==> src/rtl/gpg_pkg.sv <==
// Package for the gradient pixel generator: widths, register indexes, payload types.
// Used by gpg_div and gradient_pixel_generator; no dependencies.
`default_nettype none
package gpg_pkg;

  localparam int unsigned MaxDim    = 4096;
  localparam int unsigned MaxColors = 256;
  localparam int unsigned DimW      = 13;
  localparam int unsigned NcW       = 9;
  localparam int unsigned NumW      = 22;  // divider dividend / quotient width
  localparam int unsigned DenW      = 14;  // divider divisor width
  localparam int unsigned DivLat    = NumW;

  typedef enum logic [2:0] {
    REG_START  = 3'd0,
    REG_END    = 3'd1,
    REG_WIDTH  = 3'd2,
    REG_HEIGHT = 3'd3,
    REG_DIR    = 3'd4,
    REG_NCOL   = 3'd5
  } reg_idx_e;

  typedef enum logic [1:0] {
    DIR_VERT = 2'd0,
    DIR_DIAG = 2'd1,
    DIR_HORZ = 2'd2,
    DIR_ANTI = 2'd3
  } dir_e;

  typedef struct packed {
    logic [11:0] pixel_x;
    logic [11:0] pixel_y;
  } pix_t;

  typedef struct packed {
    logic [23:0] pixel_rgb;
    logic [7:0]  palette_index;
  } res_t;

endpackage
`default_nettype wire

==> src/rtl/gpg_div.sv <==
// Pipelined restoring divider, one quotient bit per stage.
// Depends on gpg_pkg for widths.
`default_nettype none
module gpg_div (
  input  wire logic                      clk_i,
  input  wire logic [gpg_pkg::NumW-1:0]  num_i,
  input  wire logic [gpg_pkg::DenW-1:0]  den_i,
  output logic      [gpg_pkg::NumW-1:0]  quo_o
);

  localparam int unsigned NW = gpg_pkg::NumW;
  localparam int unsigned DW = gpg_pkg::DenW;

  logic [DW-1:0] rem_q [NW];
  logic [NW-1:0] num_q [NW];
  logic [NW-1:0] quo_q [NW];
  logic [DW-1:0] den_q [NW];
  logic [DW-1:0] rem_d [NW];
  logic [NW-1:0] num_d [NW];
  logic [NW-1:0] quo_d [NW];
  logic [DW-1:0] den_d [NW];

  always_comb begin
    logic [DW-1:0] rem_s;
    logic [NW-1:0] num_s;
    logic [NW-1:0] quo_s;
    logic [DW-1:0] den_s;
    logic [DW:0]   trial;
    for (int s = 0; s < NW; s++) begin
      if (s == 0) begin
        rem_s = '0;
        num_s = num_i;
        quo_s = '0;
        den_s = den_i;
      end else begin
        rem_s = rem_q[s-1];
        num_s = num_q[s-1];
        quo_s = quo_q[s-1];
        den_s = den_q[s-1];
      end
      trial = {rem_s, num_s[NW-1]};
      if (trial >= {1'b0, den_s}) begin
        rem_d[s] = DW'(trial - {1'b0, den_s});
        quo_d[s] = {quo_s[NW-2:0], 1'b1};
      end else begin
        rem_d[s] = trial[DW-1:0];
        quo_d[s] = {quo_s[NW-2:0], 1'b0};
      end
      num_d[s] = {num_s[NW-2:0], 1'b0};
      den_d[s] = den_s;
    end
  end

  always_ff @(posedge clk_i) begin
    for (int s = 0; s < NW; s++) begin
      rem_q[s] <= rem_d[s];
      num_q[s] <= num_d[s];
      quo_q[s] <= quo_d[s];
      den_q[s] <= den_d[s];
    end
  end

  assign quo_o = quo_q[NW-1];

endmodule
`default_nettype wire

==> config.mk <==
export PLATFORM = sky130hd
export DESIGN_NAME = gpg_div
export DESIGN_NICKNAME = d
export VERILOG_FILES = /design/src/rtl/gpg_pkg.sv /design/src/rtl/gpg_div.sv
export SDC_FILE = /design/constraint.sdc
export NUM_CORES = 1
export LEC_CHECK = 0
export BUFFER_PORTS_ARGS = -buffer_cell sky130_fd_sc_hd__buf_2
export CAP_MARGIN = 20
export CELL_PAD_IN_SITES_DETAIL_PLACEMENT = 0
export CELL_PAD_IN_SITES_GLOBAL_PLACEMENT = 1
export CORE_ASPECT_RATIO = 0.6
export CORE_UTILIZATION = 30
export CTS_CLUSTER_SIZE = 8
export DETAILED_ROUTE_END_ITERATION = 7
export GPL_ROUTABILITY_DRIVEN = 0
export PLACE_DENSITY_LB_ADDON = 0.1
export SLEW_MARGIN = 20
export SYNTH_ARGS = -nofsm -noshare
export SYNTH_HDL_FRONTEND = slang
export SYNTH_SLANG_ARGS = --single-unit
==> constraint.sdc <==
create_clock -name clk_i -period 8.2 [get_ports clk_i]
set_input_delay 0.41 -clock clk_i [delete_from_list [all_inputs] [get_ports clk_i]]
set_output_delay 0.41 -clock clk_i [all_outputs]
set_load 0.02 [all_outputs]
==> results.md, run 1 <==
Synthesis:
- The portion of synthesized area spent on multiplexers is 0.0469.
- In this run, synthesis inferred 0 flip-flops with an integrated enable.
- The synthesized net count is slightly below 4,000.
- Yosys printed 0 warnings.
- Of the total synthesized cell area, the portion taken by full adders, half adders and majority gates is 0.113.
- The synthesized-area fraction occupied by ao, oa, aoi and oai cells is 0.127.
- The portion of the post-synthesis area used by sequential elements is 0.555.
- By area, the combinational part of the netlist is dominated by compound AO/OA/AOI/OAI gates.
- Of the total synthesized cell area, the portion taken by AND, OR, NAND and NOR gates is 0.0749.
- The cell count after synthesis is roughly 3,500.
- The netlist area before placement is between 30,000 and 40,000 um2.
- Counting flops and latches in the post-synthesis netlist gives about 1,100.
- Of the total synthesized cell area, the portion taken by XOR and XNOR cells is 0.0426.
- The average instance area after synthesis is around 11 um2.
- The netlist uses 73 different library cells.
- After synthesis, the share of flip-flops with an asynchronous set or reset is 0.
- The top flip-flop cell by instance count after synthesis is dfxtp_1.

STA:
- Of the available clock period, the critical path in the final layout requires 0.401.
- For the pin with the worst max-slew slack, the measured transition is approximately 1 ns.
- Setup violations remaining at the end of the flow were counted as 0.
- The final hold violation count was 0.
- Headroom to the max-slew limit came out at 0.333.
- The worst path needs 3.29 ns of the cycle, external delays included.
- The post-route clock skew is between 0.02 and 0.025 ns.
- Setup repair after global routing left no endpoint under its margin.
- The highest attainable clock frequency is between 300 and 400 MHz.
- Setup total negative slack on the finished layout was measured at 0 ns.
- The final count of pins violating max slew is 0.

Cells and area:
- The relative area change from synthesis to final layout is 17.8%.
- The final core utilization is 0.358.
- The fraction of final layout cells with drive strength greater than 1 is 0.109.
- For this run, the post-layout net count is 4,117.
- After filler insertion, the fill cell instance count of the layout stands at around 13,000.

Floorplanning:
- For this configuration, the core starts out at a cell density of 0.304.
- From left edge to right edge, the die measures about 470 um.
- The core area is around 130,000 um2.
- During I/O placement, the number of pins put on the boundary was slightly below 60.
- The area enclosed by the die boundary is between 100,000 and 150,000 um2.
- Row generation in the floorplan step produced about 100 rows.
- The height of the die is 280 um.

Clock tree:
- The H-tree depth is 4.
- The source-to-sink clock delay at the later pin of the worst-skew pair is approximately 0.75 ns.
- TritonCTS built the clock tree.
- The longest clock path from root to sink contains 3 buffers.
- The clock net in this run drives a total of between 1,000 and 1,500 sinks.
- The cell at the root of the clock tree is clkbuf_16.
- In this run, CTS created clock tree buffers numbering between 150 and 200.
- The number of setup buffers added after CTS is 0.
- The clock transition at the registers of the reported paths is approximately 0.050 ns.

GRT:
- Global routing finished with a remaining overflow of 0.
- For this run, the total global-route usage over all layers was measured as 0.132.
- The pin count of the biggest net entering global routing is 27.
- The initial antenna violation count came to 3.
- The first global-routing pass estimated around 130 mm of wire.
- The via count of the first global-routing pass came to between 20,000 and 25,000.

Setup path:
- STA classifies the critical path endpoint as a flop.
- STA classifies the critical path startpoint as a flop.
- The data arrival at the endpoint of the critical path is between 3 and 4 ns.
- The required time at the endpoint of the critical path is 8.83 ns.
- Along the worst path, the maximum fanout reaches 22.
- The worst setup path is of the flop to flop kind.

Routing:
- Before antenna repair, the detailed router went through 7 iterations.
- In this run the remaining antenna-violating nets after routing total 0.
- Using the TritonRoute via totals, the vias-per-cell ratio works out to about 4.4.
- In this run, the number of DRC markers left after iteration 0 of detailed routing was between 1,000 and 1,500.
- The final route contains 23,930 vias.
- After detailed routing, the number of remaining DRC violations is 0.
- The per-cell routed wire length is 15.5 um.
- Summed over all layers, the routed wires come to ~84 mm.

Run status:
- The run finished with clean final reports.

Job:
- The reported max-cap violation count is 0.

Placed design:
- The wire-length estimate of the detail-placed layout is between 60 and 70 mm.
- The port buffer count is a little under 60.

Pwr:
- The total leakage power is roughly 21 nW.
- The maximum VDD drop is a little over 0.2 mV.
- The total power density per cell area is between 300 and 400 nW/um2.

Min path:
- The worst hold path class is primary input to flop.
[sequential cells by signal, indices dropped and copies added, names as in the netlist]
name and cells:
den_q 294, rem_q 294, quo_q 253, num_q 231
[metrics by stage]
stage	cells	instance area, um2	worst slack (ns)	total power, mW	hold WS, ns
after floorplan	3523	38700	5.52	10.1	0.310
after global placement	5252	41000	4.78	11.4	0.310
after detailed placement	5252	41000	4.86	11.3	0.312
after CTS	5459	45500	4.85	17.1	0.204
after global routing	5461	45500	4.55	18.0	0.232
final	5461	45500	4.91	16.8	0.290
[Yosys cell counts (12+ instances only)]
cell type	count	area share
dfxtp_1	1072	0.56
and3_1	13	0.0021
mux2_2	124	0.036
o21a_1	27	0.0052
mux2_4	15	0.0058
nand4_1	28	0.0045
a31oi_1	21	0.0034
nand3_1	18	0.0023
nor3_1	58	0.0075
mux2i_1	19	0.0049
o31ai_1	32	0.0062
nand3b_1	15	0.0029
xor2_1	78	0.018
and4_1	13	0.0029
nor2_1	151	0.015
or2_2	13	0.0021
o21ai_0	190	0.025
ha_1	316	0.10
inv_1	376	0.037
a21o_1	110	0.021
nand2_1	192	0.019
clkbuf_1	19	0.0018
a211oi_1	30	0.0058
nor2b_1	33	0.0053
a211o_1	12	0.0027
xnor2_1	110	0.025
fa_1	20	0.010
o21bai_1	18	0.0035
nand2b_1	28	0.0045
a21boi_0	16	0.0031
a21oi_1	186	0.024
o31a_1	16	0.0036
[where the power goes]
part	internal [mW]	switching, mW	total (mW)
registers	6.08	0.442	6.52
clock network	3.37	2.24	5.61
logic	2.21	2.48	4.69
[cell usage in the layout (no fill, tap or decap), drive strengths merged, types with 33 or more instances in the layout]
master,Yosys,final
dfxtp,1072,1072
inv,376,381
ha,316,316
o21ai,199,199
nand2,192,192
a21oi,188,188
clkbuf,19,157
nor2,151,151
mux2,139,139
a21o,110,110
xnor2,110,110
xor2,78,78
buf,16,66
nor3,59,59
dlygate4sd3,0,36
nor2b,33,33
o31ai,33,33
[layout make-up]
class	instances	area (um2)	share of cell area
diodes	1	2.50	0.0000550
clock buffers	157	3870	0.0851
clock inverters	14	318	0.00698
inverters	376	1410	0.0310
multi-input cells	2040	15600	0.343
flip-flops and latches	1072	21500	0.471
well taps	1699	2130	0.0467
repair buffers	102	714	0.0157
[repair_timing]
action	4_1_cts	5_1_grt
endpoints found under the hold margin	40	0
resized for setup	0	0
hold buffers	36	0
[path summary, 6_finish.rpt]
kind,slack [ns],depth (start not counted),from,end
hold reg to reg,0.30,0,quo_q[1][94],quo_q[1][117]
setup / recovery,4.91,9,den_q[0][85],rem_q[0][99]
setup reg to reg,4.91,9,den_q[0][85],rem_q[0][99]
hold / removal,0.29,2,num_i[20],num_q[0][20]
[metal layers]
layer / routed length (um) / part of all wire / GRT usage / up-vias
li1: - / - / - / 12491
met1: 48500 / 0.57 / 0.210 / 10897
met2: 30100 / 0.36 / 0.167 / 403
met3: 4000 / 0.047 / 0.0302 / 139
met4: 1850 / 0.022 / 0.0475 / 0
met5: 0 / 0 / 0 / -
[cell families after synthesis]
family / after synthesis
AO/OA/AOI/OAI: 755
AND/OR/NAND/NOR: 603
multiplexers: 158
flip-flops: 1072
XOR/XNOR: 188
buffers and inverters: 411
adder cells (fa/ha/maj): 336
[critical path, stage by stage, from the launching register on]
cell	delay, ns
dfxtp_1	0.44
inv_1	0.12
ha_1	0.31
nor2b_1	0.13
o21ai_1	0.09
a21o_1	0.20
a21oi_1	0.38
a21oi_1	0.22
o31ai_4	0.83
mux2_2	0.42
Note: power is estimated with default switching activity, not from simulation.
==> run 2, diff against run 1 <==
Clock period 8.2 ns to 3.3 ns, I/O delays scaled along.
==> results.md, run 2 (synthesis results as in run 1) <==
Run status:
- The flow ran to the end, and the final reports show no timing, DRC or antenna violations.

Setup path:
- The startpoint identified for the worst register-to-register timing path is num_q[1][146].
- The most critical setup path has its endpoint at rem_q[1][110].
- The launch point of the worst path is num_q[1][146].
- The worst setup path is of the flop to flop kind.
- The setup check on the worst reg-to-reg path leaves a slack of between 0.2 and 0.25 ns.
- The element type at the critical path start is a flop.
- The element type at the critical path end is a flop.
- The maximum net fanout on the critical path is 3.
- The endpoint identified for the worst register-to-register timing path is rem_q[1][110].
- The data arrival at the endpoint of the critical path is around 3.7 ns.
- STA puts the critical path data required time at slightly below 4 ns.
- The cell count of the worst reg-to-reg path is 12.

Routing:
- The per-cell routed wire length is 15.2 um.
- The total via count in the routed design is between 20,000 and 25,000.
- Before antenna repair, the detailed router went through 6 iterations.
- The post-detailed-route count of antenna-violating nets is 0.
- The detailed router's first-iteration violation count is between 1,000 and 1,500.
- The count of unresolved DRC violations after routing is 0.
- The routed via count divided by cell count is around 4.4.
- The final routed wirelength across all metal layers is 84.2 mm.

Cells and area:
- Summing all non-filler instances in the final layout gives an area of 46,400 um2.
- Of the cells placed in the final design, the portion with a size suffix greater than 1 is 0.123.
- Leaving out fill and tap cells, the most frequent cell in the layout is dfxtp_1.
- From synthesis to final layout, the design area changed by 19.9%.
- The finished layout holds roughly 5,600 standard cells, fillers aside.
- The largest registers in the layout are den_q (294), rem_q (294), quo_q (253).
- The top cell types in the final layout, fill and taps aside, are dfxtp_1, inv_1, ha_1, nand2_1, o21ai_0.
- The number of nets in the final layout is between 4,000 and 5,000.

Clock tree:
- The buffers inserted during post-CTS setup optimization is 0.
- The H-tree depth is 4.
- The cell sitting at the root of the clock tree is a clkbuf_16.
- The longest clock path from root to sink contains 3 buffers.
- TritonCTS built the clock tree.
- The CTS buffer count is about 150.
- After clock tree synthesis, the clock-pin slew on the worst setup and hold paths is roughly 0.050 ns.
- The sink count of the clock tree is between 1,000 and 1,500.
- The source-to-sink clock delay at the later pin of the worst-skew pair is about 0.76 ns.

Floorplanning:
- In this run the standard cell core region covers 127,000 um2.
- The die covers around 130,000 um2.
- The number of ports placed on the die boundary is 59.
- The starting utilization of the core area is 0.304.
- The die width is 465 um.
- In this run the core area contains 101 standard-cell rows.
- The floorplan step set the die height to between 200 and 300 um.

STA:
- For the final routed database, the setup TNS stands at 0 ns.
- Dividing the final minimum period by the clock period gives 0.925.
- The final hold violation count is 0.
- For the pin with the worst max-slew slack, the measured transition is approximately 0.73 ns.
- The relative slew slack is 0.512.
- The setup-violating endpoint count in the final report is 0.
- The worst slack on hold paths is ~0.094 ns.
- For the final database, setup skew stands at just over 0.04 ns.
- The final count of pins violating max slew is 0.
- Setup repair after global routing left no endpoint under its margin.
- The clock period minus worst slack is between 3 and 4 ns.
- For this run, the top clock speed supported by timing is 328 MHz.

Placed design:
- The placed instances occupy a cell area of just over 40,000 um2.
- The port buffer count is 58.
- The final HPWL from detailed placement is 63.3 mm.
- Counting tap cells, the placed design contains a total of between 5,000 and 6,000 instances.

Job:
- Max-cap violations in this run came to 0.

GRT:
- The via count of the first global-routing pass is 24,046.
- The global-route congestion overflow total is 0.
- Entering global routing, the biggest net connects 25 pins.
- The initial antenna violation count came to 2.
- The overall global routing resource usage is 0.132.
- The first global-routing pass estimated between 100 and 150 mm of wire.

Min path:
- The worst hold path belongs to the class primary input to flop.
- In this run the most critical hold path is launched from den_i[5].

Pwr:
- The design draws 42.1 mW.
- The total leakage power is 21.1 nW.
- The worst-case IR drop observed on VDD is ~0.49 mV.
- Dividing total power by cell area gives a power density of between 900 and 1000 nW/um2.
-- run 2: critical path: stages (launching register included) --
cell	delay, ns
dfxtp_1	0.30
inv_1	0.08
ha_1	0.14
inv_1	0.05
fa_1	0.43
a211oi_1	0.36
nor3_1	0.13
o31a_1	0.34
o41a_1	0.37
a21o_1	0.21
a21oi_1	0.17
xnor2_1	0.08
mux2_2	0.26
-- run 2: how the worst min path moves through the flow --
stage / end / cells after the start
2_1_floorplan: den_q[0][0] / 0
3_5_place_dp: num_q[0][16] / 1
4_1_cts: den_q[0][5] / 2
3_3_place_gp: num_q[0][1] / 1
5_1_grt: den_q[0][5] / 2
6_report: den_q[0][5] / 2
-- run 2: power by group --
part | switching [mW] | total (mW) | leakage [nW] | internal, mW
registers | 1.07 | 16.2 | 8.94 | 15.1
logic | 6.26 | 12.1 | 10.1 | 5.84
clock network | 5.62 | 13.9 | 2.04 | 8.25
total | 13.0 | 42.1 | 21.1 | 29.2
-- run 2: layout make-up --
cell class | count | area [um2]
Antenna cell | 3 | 7.51
Clock buffer | 156 | 3830
Clock inverter | 16 | 387
Fill cell | 12667 | 80800
Inverter | 376 | 1410
Multi-Input combinational cell | 2040 | 15600
Sequential cell | 1072 | 21500
Tap cell | 1699 | 2130
Timing Repair Buffer | 194 | 1510
-- run 2: metal layers --
metal | up-vias | part of all wire | GRT usage | wire (um)
li1 | 12674 | - | - | -
met1 | 11058 | 0.57 | 0.207 | 48200
met2 | 362 | 0.36 | 0.170 | 30500
met3 | 136 | 0.044 | 0.0288 | 3680
met4 | 0 | 0.022 | 0.0490 | 1850
met5 | - | 0 | 0 | 0
-- run 2: metrics by stage --
| step | setup WS, ns | utilization |
|---|---|---|
| final | 0.249 | 0.365 |
| after global routing | 0.0282 | 0.365 |
| after CTS | 0.173 | 0.365 |
| after detailed placement | 0.00764 | 0.326 |
| after global placement | 0.0407 | 0.326 |
| after floorplan | 0.619 | - |
-- run 2: what timing repair did --
action	4_1_cts	5_1_grt
gates resized for setup	1	1
hold buffers	65	0
endpoints found under the setup margin	4	1
hold endpoints to repair	50	0
